<file path="config.mk">
export PLATFORM = sky130hd
export DESIGN_NAME = fzpid_regs
export DESIGN_NICKNAME = d
export VERILOG_FILES = /design/src/fzpid_pkg.sv /design/src/fzpid_regs.sv
export SDC_FILE = /design/constraint.sdc
export NUM_CORES = 1
export LEC_CHECK = 0
export BUFFER_PORTS_ARGS = -buffer_cell sky130_fd_sc_hd__buf_4
export CAP_MARGIN = 20
export CORE_MARGIN = 2
export CORE_UTILIZATION = 47
export DETAILED_ROUTE_END_ITERATION = 8
export PLACE_DENSITY = 0.76
export SLEW_MARGIN = 10
export SYNTH_ARGS = -nofsm -noshare
export SYNTH_HDL_FRONTEND = slang
export SYNTH_SLANG_ARGS = --single-unit
</file>
<file path="constraint.sdc">
create_clock -name aclk -period 1.6 [get_ports aclk]
set_clock_uncertainty 0.2 [all_clocks]
set_input_delay 0.24 -clock aclk [delete_from_list [all_inputs] [get_ports aclk]]
set_output_delay 0.24 -clock aclk [all_outputs]
set_load 0.01 [all_outputs]
</file>
<file path="src/fzpid_pkg.sv">
// shared constants, types and rule tables for the fuzzy pid gain scheduler
// no dependencies; used by every module of the block
`default_nettype none

package fzpid_pkg;

    // quotient bits of the quantizer divide; |q| is at most 7.0 in q.16
    localparam int unsigned QBITS = 19;
    localparam int unsigned NUM_W = 35;
    localparam int unsigned DEN_W = 17;

    localparam logic [1:0] ST_OK    = 2'd0;
    localparam logic [1:0] ST_RANGE = 2'd1;
    localparam logic [1:0] ST_ZERO  = 2'd2;

    localparam logic [1:0] REG_LOWER = 2'd0;
    localparam logic [1:0] REG_UPPER = 2'd1;
    localparam logic [1:0] REG_KP    = 2'd2;
    localparam logic [1:0] REG_KI    = 2'd3;

    localparam logic [14:0] LOWER_RST = 15'd7680;
    localparam logic [14:0] UPPER_RST = 15'd7680;
    localparam logic [15:0] KP_RST    = 16'd18350;
    localparam logic [15:0] KI_RST    = 16'd6554;

    localparam logic [13:0] SLOPE_Q16 = 14'd9372;
    localparam logic signed [17:0] ONE_Q16 = 18'sd65536;
    localparam logic [19:0] ONE_MAG   = 20'd65536;
    localparam logic [19:0] THREE_MAG = 20'd196608;

    typedef logic signed [3:0] rule_t;

    localparam rule_t KP_RULES [7][7] = '{
        '{ 4'sd7,  4'sd3,  4'sd1,  4'sd1,  4'sd0,  4'sd0,  4'sd0},
        '{ 4'sd1,  4'sd1,  4'sd1,  4'sd0,  4'sd0,  4'sd0, -4'sd1},
        '{-4'sd1, -4'sd3, -4'sd3, -4'sd7, -4'sd3, -4'sd3, -4'sd3},
        '{-4'sd3, -4'sd3, -4'sd7, -4'sd7, -4'sd7, -4'sd3, -4'sd3},
        '{-4'sd3, -4'sd3, -4'sd3, -4'sd7, -4'sd3, -4'sd3, -4'sd1},
        '{-4'sd1,  4'sd0,  4'sd0,  4'sd0,  4'sd1,  4'sd1,  4'sd1},
        '{ 4'sd0,  4'sd0,  4'sd0,  4'sd1,  4'sd1,  4'sd3,  4'sd7}
    };

    localparam rule_t KI_RULES [7][7] = '{
        '{-4'sd7, -4'sd7, -4'sd7, -4'sd3, -4'sd3, -4'sd1, -4'sd1},
        '{-4'sd7, -4'sd1,  4'sd0,  4'sd0,  4'sd0,  4'sd1,  4'sd7},
        '{-4'sd3, -4'sd1, -4'sd1,  4'sd0,  4'sd1,  4'sd1,  4'sd7},
        '{ 4'sd1,  4'sd3,  4'sd7,  4'sd7,  4'sd7,  4'sd3,  4'sd1},
        '{ 4'sd7,  4'sd1,  4'sd1,  4'sd0, -4'sd1, -4'sd1, -4'sd3},
        '{ 4'sd7,  4'sd1,  4'sd0,  4'sd0,  4'sd0, -4'sd1, -4'sd7},
        '{-4'sd1, -4'sd1, -4'sd3, -4'sd3, -4'sd7, -4'sd7, -4'sd7}
    };

    // quantized value as sign and magnitude, q.16
    typedef struct packed {
        logic        neg;
        logic [19:0] mag;
    } qval_t;

    typedef struct packed {
        logic [2:0]         idx;
        logic signed [17:0] m0;
        logic signed [17:0] m1;
    } memb_t;

    typedef struct packed {
        logic [14:0] lower_limit;
        logic [14:0] upper_limit;
        logic [15:0] kp_scale;
        logic [15:0] ki_scale;
    } cfg_t;

endpackage

`default_nettype wire

</file>
<file path="src/fzpid_regs.sv">
// apb register file: limits and gain scales
// depends on fzpid_pkg
`default_nettype none

module fzpid_regs (
    input  wire logic             aclk,
    input  wire logic             aresetn,
    input  wire logic             psel,
    input  wire logic             penable,
    input  wire logic             pwrite,
    input  wire logic [3:0]       paddr,
    input  wire logic [31:0]      pwdata,
    output logic      [31:0]      prdata,
    output fzpid_pkg::cfg_t       cfg
);

    fzpid_pkg::cfg_t cfg_reg;
    logic            wr;

    assign wr  = psel && penable && pwrite;
    assign cfg = cfg_reg;

    always_ff @(posedge aclk) begin
        if (!aresetn) begin
            cfg_reg.lower_limit <= fzpid_pkg::LOWER_RST;
            cfg_reg.upper_limit <= fzpid_pkg::UPPER_RST;
            cfg_reg.kp_scale    <= fzpid_pkg::KP_RST;
            cfg_reg.ki_scale    <= fzpid_pkg::KI_RST;
        end else if (wr) begin
            case (paddr[3:2])
                fzpid_pkg::REG_LOWER: cfg_reg.lower_limit <= pwdata[14:0];
                fzpid_pkg::REG_UPPER: cfg_reg.upper_limit <= pwdata[14:0];
                fzpid_pkg::REG_KP:    cfg_reg.kp_scale    <= pwdata[15:0];
                fzpid_pkg::REG_KI:    cfg_reg.ki_scale    <= pwdata[15:0];
                default: ;
            endcase
        end
    end

    always_comb begin
        case (paddr[3:2])
            fzpid_pkg::REG_LOWER: prdata = {17'd0, cfg_reg.lower_limit};
            fzpid_pkg::REG_UPPER: prdata = {17'd0, cfg_reg.upper_limit};
            fzpid_pkg::REG_KP:    prdata = {16'd0, cfg_reg.kp_scale};
            fzpid_pkg::REG_KI:    prdata = {16'd0, cfg_reg.ki_scale};
            default:              prdata = 32'd0;
        endcase
    end

endmodule

`default_nettype wire

</file>
Word level (Yosys, flattened, before mapping)
Cells that the tools add are included.
- flip-flop bits (word level): 62
- bits in latches: 0
- bits in writable memories: 0
- bits in read-only memories: 0
- output and inout port bits: 94
- logic and storage cells: 15
- memories: 0
- $add $sub $neg: 0
- multiply operators: 0
- divide/modulo/power cells: 0
- order comparisons: 0
- eq/ne operators: 3
- shift operators: 0
- muxes and demuxes: 1
- bitwise gates (word level): 0
- reduce and logical (&&, ||, !) cells: 7
- operators with widths (operator ; number):
    case mux 32 bit (4 select lines) ; 1
    AND reduction 2 bit ; 4
    == test 2 bit, second input constant ; 2
    == test 2 x 1 -> 1 bit, second input constant ; 1
    logical AND 1 bit ; 2
    zero test 2 bit ; 1

Logic depth before layout (Yosys ltp)
- depth in word-level cells: 3
- gate-level depth with buffers: 5

Worst setup path after synthesis
Ideal clock, no wire load.
- path type: in2out
- start point: in paddr[3]
- end point: out prdata[5]
- arrival time: 1165 ps
- data required time: 1160 ps
- path slack: -5 ps
- stages: 3
- buffers on the path: 2
- cells stage by stage: buf_6 buf_2 mux4_2
- longest elaborated chain between the ends: 2
- elaborated cells on any way between the ends: 5
- classes of those cells: 3 x eq/ne; 1 x mux; 1 x reduce/logical
- RTL lines (what ; RTL line ; text):
    start, declared ; fzpid_regs.sv:11 ; input wire logic [3:0] paddr,
    == test 2 bit, or another cell as far along ; fzpid_regs.sv:41 ; case (paddr[3:2])
    case mux 32 bit (4 select lines) * ; fzpid_regs.sv:41 ;
    end, declared ; fzpid_regs.sv:13 ; output logic [31:0] prdata,
Mark *: on every way between the ends. The rest lies on a longest branch, timed or not. The select of a mux whose other input is x is not followed.

Worst setup path in the final report
- start point: reg cfg_reg (netlist bit cfg[13])
- end point: out prdata[13]
- longest elaborated chain between the ends: 1
- RTL lines (what ; RTL line ; text):
    start, declared ; fzpid_regs.sv:17 ; fzpid_pkg::cfg_t cfg_reg;
    case mux 32 bit (4 select lines) ; fzpid_regs.sv:41 ;
Every way passes these cells. The select of a mux whose other input is x is not followed.

==> out/metrics.cfg <==
[global_route]
track_usage = 0.2340
grt-ovfl-total = 0
use_met1 = 0.3010
grt_pass1_wl_um = 12940
grt_start_max_net_pins = 50
antenna_found_initial = 0
first_global_vias = 2541
grt_util_met2 = 0.3827
met3_usage = 0.06958
grt.busiest_layer = met2

[detailed_routing]
wire_per_inst_um = 15.89
routed_via_density = 5.113
ant_nets = 0
dr.pass1.iters = 4
drc = 0
routed_wl_um = 8183
drt_iter0_drc = 133
via_count = 2633

[clock_network]
cts_root_buf = clkbuf_8
clock_path_buffers = 2
clock_sinks = 62
cts_tree = yes
clkSlewWorstSetupHoldPaths_ns = 0.06
ctsHtreeMaxLevel = 3
cts_made_buffers = 9
clkLatencyLatePin_ns = 0.33

[cells_and_area]
final_area_um2 = 4436
stdcell_count = 515
area_delta_synth_final_pct = 49.96
drive_gt1_frac = 0.5318
n_antenna_cell = 0
fin_nets = 478
largest_reg_flops = 62

[sta]
timing.final.hold_violations = 0
drv_slew = 0
final.setup.worst_slack_ns = -0.1147
fin_tns_setup_ns = -1.486
setup-violations-final = 15
finalCritPeriodShare = 1.072
rsz0062_at_grt = true
fin_crit_ns = 1.715
fmax_mhz = 583.2
hold_ws_ns = 0.01808

[floorplanning]
die_area_um2 = 6944
core_um2 = 5991
rows = 28
start_util = 0.4937
io_pins = 135
chipWidth_um = 83.33
die_h_um = 83.33

[synth]
yosysSeqAreaShare = 0.4196
ys_top_cells_by_area = dfxtp_1 42%, mux2i_1 17%, nand2_1 6.9%, mux4_1 6.2%, mux4_2 6.1%
synthFlopType = dfxtp_1
synthCells = 288
synth.largest_area_cell = dfxtp_1
async_flop_share = 0
synthDistinctLibCells = 24
synth_seq_cells = 62
synth_top_cell_area_share = 0.4196
synth.most_common_cell = dfxtp_1
yosys_warnings = 0
synthesis.area_um2 = 2958
avgSynthCellArea_um2 = 10.27
synthTopCellsByCount = 62 x dfxtp_1, 54 x nand2_1, 49 x mux2i_1, 17 x buf_4, 17 x nor2b_1
synth_edf_count = 0

[pwr]
ir_drop_uv = 654.9
p_clk_frac = 0.375
powerDensity_nw_per_um2 = 734.4
combPwrFrac = 0.138
p_int_uw = 2478
p_seq_frac = 0.487
p_sw_uw = 779.7
swShare = 0.2394
leakagePower_uw = 0.002096

[placement]
port_buffers = 100
dp_hpwl_um = 5316
placed_area_um2 = 3814
dp_slack_ns = -0.1361
place_congestion = 0.7829
place_inst = 458

[setup_path]
worst_setup_path_start_kind = register
worstPathRequired_ns = 1.16
crit_path_max_incr_delay_ns = 0.47
crit_path_cell_trace = mux4_2 -> buf_6
cp-end-kind = primary output
worstSetupPathType = register to primary output
critPathMaxFanout = 3
critPathArrivalTime_ns = 1.27
cp_slowest_cell = mux4_2

[min_path]
min_path_type = input pin to register

[outcome]
status = complete, but fails checks
violations = negative setup slack

[job]
cap_violations = 0

## critical path: cells and delay by family (launching register included)
| family | cells | cell delay (ns) |
|---|---|---|
| buf+inv | 1 | 0.14 |
| flops | 1 | 0.33 |
| mux | 1 | 0.47 |
## cell families (layout without fill, tap and decap cells)
group | Yosys count | after routing | synth area share
and+or+nand+nor | 81 | 81 | 0.1282
other | 1 | 16 | 0.001268
DFF | 62 | 62 | 0.4196
muxes | 64 | 64 | 0.2889
AOI/OAI and AO/OA | 28 | 28 | 0.05922
buffers and inverters | 52 | 189 | 0.1028
## area by class of cell
type	count	area (um^2)
clock inverter	1	5.005
timing repair buffer	162	1366
fill	457	1555
clock buffer	13	168.9
sequential	62	1305
multi-input combinational	189	1448
inverter	13	48.80
tap	75	93.84
## final timing paths
path / start / endpoint / slack, ns / cells after the start
setup reg to reg: cfg[58] / cfg[58] / 0.59 / 3
setup / recovery: cfg[13] / prdata[13] / -0.11 / 2
hold reg to reg: cfg[40] / cfg[40] / 0.26 / 2
hold / removal: pwdata[14] / cfg[30] / 0.02 / 3
## metrics by stage
step                  util  total power, uW
CTS                 0.7306             3267
detailed placement  0.6366             2002
finish              0.7404             3257
floorplan                -             1852
global route        0.7404             3385
global placement    0.6366             1994
## metal layers
metal,up-vias,share of wire
li1,1256,-
met1,1259,0.43
met2,106,0.49
met3,12,0.069
met4,0,0.012
met5,-,0
## what timing repair did
item / CTS / global route
setup buffers: 26 / 6
resized for setup: 63 / 11
endpoints found under the hold margin: 21 / 0
setup endpoints to repair: 15 / 16
cloned: 0 / 0
hold buffers: 11 / 0
## power by group through the flow
stage / combinational (uW) / sequential (uW) / clock, uW
global placement: 375 / 1620 / 0
global route: 482 / 1590 / 1310
CTS: 444 / 1590 / 1240
detailed placement: 382 / 1620 / 0
floorplan: 226 / 1630 / 0
finish: 448 / 1590 / 1220
## cells in the final DEF, fill, tap and decap left out
master,instances
buf_12,5
buf_4,130
buf_6,16
clkbuf_1,1
clkbuf_8,12
clkinv_2,1
conb_1,16
dfxtp_1,11
dfxtp_2,51
dlygate4sd3_1,11
inv_1,13
mux2i_1,49
mux4_2,15
nand2_1,54
nand2b_1,1
nand3_1,1
nand4_2,1
nor2_1,2
nor2b_1,17
nor3_2,2
o211ai_1,14
o21ai_0,14
or2_1,1
or3_1,1
or3_4,1
Note: power is estimated with default switching activity, not from simulation.
