==> src/fzpid_pkg.sv <==
// shared constants, types and rule tables for the fuzzy pid gain scheduler
// no dependencies; used by every module of the block
`default_nettype none

package fzpid_pkg;

    // quotient bits of the quantizer divide; |q| is at most 7.0 in q.16
    localparam int unsigned QBITS = 19;
    localparam int unsigned NUM_W = 35;
    localparam int unsigned DEN_W = 17;

    localparam logic [1:0] ST_OK    = 2'd0;
    localparam logic [1:0] ST_RANGE = 2'd1;
    localparam logic [1:0] ST_ZERO  = 2'd2;

    localparam logic [1:0] REG_LOWER = 2'd0;
    localparam logic [1:0] REG_UPPER = 2'd1;
    localparam logic [1:0] REG_KP    = 2'd2;
    localparam logic [1:0] REG_KI    = 2'd3;

    localparam logic [14:0] LOWER_RST = 15'd7680;
    localparam logic [14:0] UPPER_RST = 15'd7680;
    localparam logic [15:0] KP_RST    = 16'd18350;
    localparam logic [15:0] KI_RST    = 16'd6554;

    localparam logic [13:0] SLOPE_Q16 = 14'd9372;
    localparam logic signed [17:0] ONE_Q16 = 18'sd65536;
    localparam logic [19:0] ONE_MAG   = 20'd65536;
    localparam logic [19:0] THREE_MAG = 20'd196608;

    typedef logic signed [3:0] rule_t;

    localparam rule_t KP_RULES [7][7] = '{
        '{ 4'sd7,  4'sd3,  4'sd1,  4'sd1,  4'sd0,  4'sd0,  4'sd0},
        '{ 4'sd1,  4'sd1,  4'sd1,  4'sd0,  4'sd0,  4'sd0, -4'sd1},
        '{-4'sd1, -4'sd3, -4'sd3, -4'sd7, -4'sd3, -4'sd3, -4'sd3},
        '{-4'sd3, -4'sd3, -4'sd7, -4'sd7, -4'sd7, -4'sd3, -4'sd3},
        '{-4'sd3, -4'sd3, -4'sd3, -4'sd7, -4'sd3, -4'sd3, -4'sd1},
        '{-4'sd1,  4'sd0,  4'sd0,  4'sd0,  4'sd1,  4'sd1,  4'sd1},
        '{ 4'sd0,  4'sd0,  4'sd0,  4'sd1,  4'sd1,  4'sd3,  4'sd7}
    };

    localparam rule_t KI_RULES [7][7] = '{
        '{-4'sd7, -4'sd7, -4'sd7, -4'sd3, -4'sd3, -4'sd1, -4'sd1},
        '{-4'sd7, -4'sd1,  4'sd0,  4'sd0,  4'sd0,  4'sd1,  4'sd7},
        '{-4'sd3, -4'sd1, -4'sd1,  4'sd0,  4'sd1,  4'sd1,  4'sd7},
        '{ 4'sd1,  4'sd3,  4'sd7,  4'sd7,  4'sd7,  4'sd3,  4'sd1},
        '{ 4'sd7,  4'sd1,  4'sd1,  4'sd0, -4'sd1, -4'sd1, -4'sd3},
        '{ 4'sd7,  4'sd1,  4'sd0,  4'sd0,  4'sd0, -4'sd1, -4'sd7},
        '{-4'sd1, -4'sd1, -4'sd3, -4'sd3, -4'sd7, -4'sd7, -4'sd7}
    };

    // quantized value as sign and magnitude, q.16
    typedef struct packed {
        logic        neg;
        logic [19:0] mag;
    } qval_t;

    typedef struct packed {
        logic [2:0]         idx;
        logic signed [17:0] m0;
        logic signed [17:0] m1;
    } memb_t;

    typedef struct packed {
        logic [14:0] lower_limit;
        logic [14:0] upper_limit;
        logic [15:0] kp_scale;
        logic [15:0] ki_scale;
    } cfg_t;

endpackage

`default_nettype wire

==> src/fzpid_quant.sv <==
// error forming, range check and the pipelined restoring divide that quantizes
// error and error change; depends on fzpid_pkg
`default_nettype none

module fzpid_quant (
    input  wire logic               aclk,
    input  wire logic               en,
    input  wire logic signed [15:0] set_point,
    input  wire logic signed [15:0] measured,
    input  wire logic signed [15:0] previous_measured,
    input  wire fzpid_pkg::cfg_t    cfg,
    output fzpid_pkg::qval_t        qe,
    output fzpid_pkg::qval_t        qc,
    output logic [1:0]              status
);

    localparam int unsigned QB = fzpid_pkg::QBITS;
    localparam int unsigned NW = fzpid_pkg::NUM_W;
    localparam int unsigned DW = fzpid_pkg::DEN_W;

    // stage a
    logic signed [16:0] err_reg, derr_reg;
    // division stages; index 0 is loaded by stage b
    logic [NW-1:0] rem_e_reg [QB+1];
    logic [NW-1:0] rem_c_reg [QB+1];
    logic [QB-1:0] quo_e_reg [QB+1];
    logic [QB-1:0] quo_c_reg [QB+1];
    logic          neg_e_reg [QB+1];
    logic          neg_c_reg [QB+1];
    logic [1:0]    st_reg    [QB+1];
    // fixup stage
    fzpid_pkg::qval_t qe_reg, qc_reg;
    logic [1:0]       st_out_reg;

    logic [15:0]        lim_sum;
    logic [DW-1:0]      den_e, den_c;
    logic signed [18:0] err_x, derr_x, s_x, s2_x;
    logic [16:0]        abs_e, abs_c;
    logic [19:0]        m7_e, m7_c;
    logic [1:0]         st_next;

    assign lim_sum = {1'b0, cfg.lower_limit} + {1'b0, cfg.upper_limit};
    assign den_e   = {1'b0, lim_sum};
    assign den_c   = {lim_sum, 1'b0};

    always_ff @(posedge aclk) begin
        if (en) begin
            err_reg  <= {set_point[15], set_point} - {measured[15], measured};
            derr_reg <= {previous_measured[15], previous_measured} - {measured[15], measured};
        end
    end

    // stage b: range check against the limit sum (twice it for error change) and numerators 7*|x|*2^16
    assign err_x  = {{2{err_reg[16]}}, err_reg};
    assign derr_x = {{2{derr_reg[16]}}, derr_reg};
    assign s_x    = {3'b000, lim_sum};
    assign s2_x   = {2'b00, lim_sum, 1'b0};
    assign abs_e  = err_reg[16]  ? 17'(-err_reg)  : 17'(err_reg);
    assign abs_c  = derr_reg[16] ? 17'(-derr_reg) : 17'(derr_reg);
    assign m7_e   = {abs_e, 3'b000} - {3'b000, abs_e};
    assign m7_c   = {abs_c, 3'b000} - {3'b000, abs_c};

    always_comb begin
        if (lim_sum == 16'd0) begin
            st_next = fzpid_pkg::ST_ZERO;
        end else if (err_x < -s_x || err_x >= s_x || derr_x < -s2_x || derr_x >= s2_x) begin
            st_next = fzpid_pkg::ST_RANGE;
        end else begin
            st_next = fzpid_pkg::ST_OK;
        end
    end

    always_ff @(posedge aclk) begin
        if (en) begin
            rem_e_reg[0] <= {m7_e[18:0], 16'd0};
            rem_c_reg[0] <= {m7_c[18:0], 16'd0};
            quo_e_reg[0] <= '0;
            quo_c_reg[0] <= '0;
            neg_e_reg[0] <= err_reg[16];
            neg_c_reg[0] <= derr_reg[16];
            st_reg[0]    <= st_next;
        end
    end

    // one quotient bit per stage, msb first
    for (genvar j = 1; j <= QB; j++) begin : g_div
        localparam int unsigned B = QB - j;
        logic [NW:0] sh_e, sh_c, dif_e, dif_c;
        logic        ge_e, ge_c;

        assign sh_e  = {{(NW + 1 - DW){1'b0}}, den_e} << B;
        assign sh_c  = {{(NW + 1 - DW){1'b0}}, den_c} << B;
        assign ge_e  = {1'b0, rem_e_reg[j-1]} >= sh_e;
        assign ge_c  = {1'b0, rem_c_reg[j-1]} >= sh_c;
        assign dif_e = {1'b0, rem_e_reg[j-1]} - sh_e;
        assign dif_c = {1'b0, rem_c_reg[j-1]} - sh_c;

        always_ff @(posedge aclk) begin
            if (en) begin
                rem_e_reg[j] <= ge_e ? dif_e[NW-1:0] : rem_e_reg[j-1];
                rem_c_reg[j] <= ge_c ? dif_c[NW-1:0] : rem_c_reg[j-1];
                quo_e_reg[j] <= quo_e_reg[j-1] | (QB'(ge_e) << B);
                quo_c_reg[j] <= quo_c_reg[j-1] | (QB'(ge_c) << B);
                neg_e_reg[j] <= neg_e_reg[j-1];
                neg_c_reg[j] <= neg_c_reg[j-1];
                st_reg[j]    <= st_reg[j-1];
            end
        end
    end

    // floor of a negative quotient rounds the magnitude up
    always_ff @(posedge aclk) begin
        if (en) begin
            qe_reg.neg <= neg_e_reg[QB];
            qc_reg.neg <= neg_c_reg[QB];
            qe_reg.mag <= {1'b0, quo_e_reg[QB]}
                          + 20'(neg_e_reg[QB] && (rem_e_reg[QB] != '0));
            qc_reg.mag <= {1'b0, quo_c_reg[QB]}
                          + 20'(neg_c_reg[QB] && (rem_c_reg[QB] != '0));
            st_out_reg <= st_reg[QB];
        end
    end

    assign qe     = qe_reg;
    assign qc     = qc_reg;
    assign status = st_out_reg;

endmodule

`default_nettype wire

==> config.mk <==
export PLATFORM = sky130hd
export DESIGN_NAME = fzpid_quant
export DESIGN_NICKNAME = d
export VERILOG_FILES = /design/src/fzpid_pkg.sv /design/src/fzpid_quant.sv
export SDC_FILE = /design/constraint.sdc
export NUM_CORES = 2
export LEC_CHECK = 0
export ABC_CLOCK_PERIOD_IN_PS = 25800
export BUFFER_PORTS_ARGS = -buffer_cell sky130_fd_sc_hd__buf_4
export CORE_MARGIN = 3
export CORE_UTILIZATION = 38
export CTS_CLUSTER_SIZE = 20
export DETAILED_ROUTE_END_ITERATION = 8
export SYNTH_ARGS = -nofsm -noshare
export SYNTH_HDL_FRONTEND = slang
export SYNTH_SLANG_ARGS = --single-unit
==> constraint.sdc <==
create_clock -name aclk -period 25.8 [get_ports aclk]
set_clock_uncertainty 0.05 [all_clocks]
set_input_delay 5.16 -clock aclk [delete_from_list [all_inputs] [get_ports aclk]]
set_output_delay 5.16 -clock aclk [all_outputs]
set_load 0.01 [all_outputs]
# Yosys cells after proc, flatten, opt, wreduce, memory -nomap -nowiden
# Memories as Yosys holds them, arrays and structs flattened. A register that Yosys moved wholly into a read port is not among the register bits.
# Cells that the tools add are included.
[op_classes]
n_addsub = 49
n_lt_le_gt_ge = 42
muxes = 44
bitwise_logic = 38
n_reduce_logical = 8
[ops]
columns = ["cell", "count"]
rows = [
  ["35-bit 2-to-1 mux", 38],
  ["35-bit by 17-bit greater-or-equal comparator with 1-bit output", 2],
  ["35-bit by 18-bit greater-or-equal comparator with 1-bit output", 2],
  ["35-bit by 19-bit greater-or-equal comparator with 1-bit output", 2],
  ["35-bit by 20-bit greater-or-equal comparator with 1-bit output", 2],
  ["35-bit by 21-bit greater-or-equal comparator with 1-bit output", 2],
  ["35-bit by 22-bit greater-or-equal comparator with 1-bit output", 2],
  ["35-bit by 23-bit greater-or-equal comparator with 1-bit output", 2],
  ["35-bit by 24-bit greater-or-equal comparator with 1-bit output", 2],
  ["35-bit by 25-bit greater-or-equal comparator with 1-bit output", 2],
  ["35-bit by 26-bit greater-or-equal comparator with 1-bit output", 2],
  ["35-bit by 27-bit greater-or-equal comparator with 1-bit output", 2],
  ["35-bit by 28-bit greater-or-equal comparator with 1-bit output", 2],
  ["35-bit by 29-bit greater-or-equal comparator with 1-bit output", 2],
  ["35-bit by 30-bit greater-or-equal comparator with 1-bit output", 2],
  ["35-bit by 31-bit greater-or-equal comparator with 1-bit output", 2],
  ["35-bit by 32-bit greater-or-equal comparator with 1-bit output", 2],
  ["35-bit by 33-bit greater-or-equal comparator with 1-bit output", 2],
  ["35-bit by 34-bit greater-or-equal comparator with 1-bit output", 2],
  ["35-bit nonzero test", 2],
  ["35-bit by 17-bit subtractor with 35-bit output", 2],
  ["35-bit by 18-bit subtractor with 35-bit output", 2],
  ["35-bit by 19-bit subtractor with 35-bit output", 2],
  ["35-bit by 20-bit subtractor with 35-bit output", 2],
  ["other kinds (53)", 97],
]
[word_totals]
regBits = 76
ramBits = 2240
input_bits = 112
output_inout_bits = 44
wordCells = 194
mem_count = 7
[mem_list]
columns = ["memory", "depth", "word_bits", "read_ports", "rd_ports_with_merged_regs", "wr", "line_no", "rtl"]
rows = [
  ["rem_c_reg", 20, 35, 20, 0, 20, "fzpid_quant.sv:25", "logic [NW-1:0] rem_c_reg [QB+1];"],
  ["rem_e_reg", 20, 35, 20, 0, 20, "fzpid_quant.sv:24", "logic [NW-1:0] rem_e_reg [QB+1];"],
  ["quo_c_reg", 20, 19, 20, 0, 20, "fzpid_quant.sv:27", "logic [QB-1:0] quo_c_reg [QB+1];"],
  ["quo_e_reg", 20, 19, 20, 0, 20, "fzpid_quant.sv:26", "logic [QB-1:0] quo_e_reg [QB+1];"],
  ["st_reg", 20, 2, 20, 1, 20, "fzpid_quant.sv:30", "logic [1:0] st_reg [QB+1];"],
  ["neg_c_reg", 20, 1, 20, 0, 20, "fzpid_quant.sv:29", "logic neg_c_reg [QB+1];"],
  ["1 more memories", "n/a", "n/a", "n/a", "n/a", "n/a", "n/a", ""],
]

# Depth between registers and ports, before layout
[logic_depth]
word_depth = 8
mapped_depth = 24
depth_no_buf = 24

# Worst setup path before layout
# No wires, ideal clock.
[synth_timing]
kind = "input-to-reg"
from = "in cfg[32] (netlist bit)"
to = "mem rem_c_reg[3][102] (netlist bit), data pin"
setup_ns = 0.258
arrival_ns = 11.787
required_ns = 25.492
setup_slack_ns = 13.705
cell_stages = 20
path_buffers = 2
path_cell_list = "ha_1 -> inv_1 -> fa_1 -> nor2b_1 -> o2111ai_1 -> nand4b_1 -> a31oi_1 -> a311oi_1 -> ha_1 -> o21a_1 -> o21ai_0 -> nand2b_1 -> a21o_1 -> a311o_1 -> or2_2 -> clkbuf_1 -> and3_1 -> clkbuf_1 -> nand4_1 -> xnor2_1"
[synth_lines]
columns = ["item", "line_no", "rtl"]
rows = [
  ["start, declared", "fzpid_quant.sv:11", "input wire fzpid_pkg::cfg_t cfg,"],
  ["end, declared", "fzpid_quant.sv:25", ""],
]

==> results.toml <==
[clock_tree]
clockBufferDepth = 3
cts_made_buffers = 181
post-cts-setup-buffers = 0
cts.sinks = 1554
htreeDepth = 4
clock_latency_ns = 0.83
hold_buffers = 0
cts_root_buffer = "clkbuf_16"
clk_pin_slew_ns = 0.06
tritoncts = "yes"
cts_resized = 0

[floorplanning]
fp.dieH_microns = 498.2
die-area_sq_um = 248200
ioPinCount = 156
num_rows = 180
initial_utilization_pct = 38.23
fp.dieW_microns = 498.2
core_sq_um = 240800

[sta]
setup_viol = 0
maxSlewViolCount = 0
relSlewSlack_pct = 20.14
timing.final.crit_share_pct = 41.94
layout_min_cycle_time_ns = 10.82
worstMarginPinSlew_ns = 1.182
rsz0062_at_grt = "no"
clock.fmax_ghz = 0.09242
tns_ns = 0
hold_viol = 0
setup_ws_ns = 14.98

[layout]
area_delta_synth_final_pct = 11.70
drive_gt1_share_pct = 7.541
largest_reg_flops = 516
diodes = 0
fillCellCount = 22026
finalNonFillerCells = 11897
fin_nets = 9474

[synthesis]
synth_area_leader_cell = "edfxtp_1"
seq_area_frac_synth_pct = 50.70
postSynth.asyncResetShare_pct = 0
synthCells = 8332
ys_types = 98
syn_nets = 9235
synth_area_sq_um = 92040
synth.most_common_cell = "edfxtp_1"
synthTopCellsByArea = "edfxtp_1, ha_1, xnor2_1"
ys_seq_elements = 1554
synth_edf_count = 1554
synth_top_cell_area_share_pct = 50.70
synth_common_cells = "edfxtp_1, ha_1, nand2_1, nor2_1, a21oi_1"
synth_ff_type = "edfxtp_1"
yosys_warnings = 0
synth_area_per_cell_sq_um = 11.05

[placed_design]
dpl.cell_count = 11573
routabilityCongestion = 0.9110
place_hpwl_microns = 144200
port-buffer-count = 123
dp_worst_setup_slack_ns = 14.12

[pwr]
finalPower_mw = 12.75
p_per_area_nw_per_um2 = 124.0
leakage_nw = 38.69
ir_drop_mv = 0.07766

[routing]
drtAntennaViolNets = 0
drt_pass1_iterations = 6
drc_errors = 0
num_vias = 63111
routed_wl_microns = 200400
wl_per_cell_microns = 16.85
dr.first_iter.drc_count = 3576
routed_via_density = 5.305

[setup_path]
cp-end-kind = "flip-flop"
crit_chain = "buf_4, ha_1, o21a_1, a211oi_1, o211ai_1, a21oi_1, inv_2, buf_4, buf_4, ha_1, a21o_1, a21o_1, or3_1, o21bai_1, a32o_1, or4_1, or2_1, and3b_1, and3b_1, xor2_1"
worstSetupPathType = "input port to flip-flop"
cpPeakStageDelay_ns = 0.61
arrival_ns = 11.34
cp_max_fo = 32
critical_path_required_ns = 26.32
cpMaxStageDelayCell = "or2_1"
cpMostUsedCell = "buf_4"
worst_setup_path_start_kind = "input port"

[grt]
grt_first_pass_wirelength_microns = 321400
grt-ovfl-total = 0
grt_use_total_pct = 15.75
met3_usage_pct = 2.460
gr-usage-met2_pct = 28.79
antenna_found_initial = 2
grt.busiest_layer = "met2"
grt_max_degree = 166
grt_pass1_vias = 63878
grtUsageMet1_pct = 18.34

[run]
cap_viol_max_count = 0

[min_path]
hold_path.class = "flip-flop to flip-flop"

[outcome]
status = "finished, final reports clean"
==> metrics by stage <==
stage | instance area [sq um] | utilization (%) | hold slack (ns)
finish | 102800 | 42.70 | 0.3426
global route | 102800 | 42.70 | 0.3480
CTS | 102800 | 42.70 | 0.3329
detailed placement | 97210 | 40.38 | 0.3545
global placement | 97210 | 40.38 | 0.3506
floorplan | 92040 | - | 0.3503
==> per-layer routing <==
metal,part of all wire [%],vias to the layer above
li1,-,31468
met1,42,29971
met2,50,1230
met3,3.8,442
met4,3.7,0
met5,0,-
==> path summary, 6_finish.rpt <==
kind | cells past startpoint | slack [ns] | start | to
worst min-delay path | 0 | 0.34 | quo_c_reg[2][17]$_DFFE_PP_ | quo_c_reg[2][36]$_DFFE_PP_
worst min register to register | 0 | 0.34 | quo_c_reg[2][17]$_DFFE_PP_ | quo_c_reg[2][36]$_DFFE_PP_
worst max-delay path | 20 | 14.98 | cfg[34] | rem_e_reg[2][98]$_DFFE_PP_
worst max register to register | 12 | 20.92 | rem_c_reg[1][50]$_SDFFCE_PP0P_ | rem_c_reg[1][93]$_DFFE_PP_
==> logic make-up (layout without fill, tap and decap cells) <==
kind of cell	Yosys count	count (layout)	synth area share, %
buf+inv	545	925	2.278
flops	1554	1554	50.70
compound gates	1926	1926	12.96
mux	104	104	1.266
fa+ha+maj	795	795	11.13
xor+xnor	861	861	8.193
simple gates	2547	2547	13.47
==> power breakdown <==
group | internal, mW | switching [mW]
clock network | 1.37 | 1.03
logic | 2.60 | 3.26
registers | 4.00 | 0.482
total | 7.98 | 4.77
==> worst max-delay path, delay by kind of cell <==
| family | cells | cell delay [ns] |
|---|---|---|
| AOI/OAI and AO/OA | 8 | 2.11 |
| adders and majority gates | 2 | 0.83 |
| xor gates and xnor gates | 1 | 0.13 |
| buffers and inverters | 4 | 1.07 |
| and+or+nand+nor | 5 | 2.02 |
==> layout by cell type (no fill, tap or decap), types with 134 or more instances in the layout <==
cell type / instances
a21o_1: 197
a21oi_1: 547
buf_4: 197
clkbuf_16: 182
edfxtp_1: 1554
ha_1: 749
inv_1: 394
nand2_1: 697
nand3_1: 137
nor2_1: 677
nor3_1: 203
nor4_1: 134
o21ai_0: 545
xnor2_1: 474
xor2_1: 381
==> final cells by class <==
type / count / area, sq um / share of cell area (%)
flip-flops and latches: 1554 / 46660 / 45.39
multi-input cells: 6233 / 43510 / 42.32
clock buffers: 227 / 4723 / 4.594
well taps: 3185 / 3985 / 3.876
repair buffers: 200 / 1546 / 1.504
inverters: 401 / 1506 / 1.465
clock inverters: 97 / 873.3 / 0.8495
(Power assumes the default switching activity.)
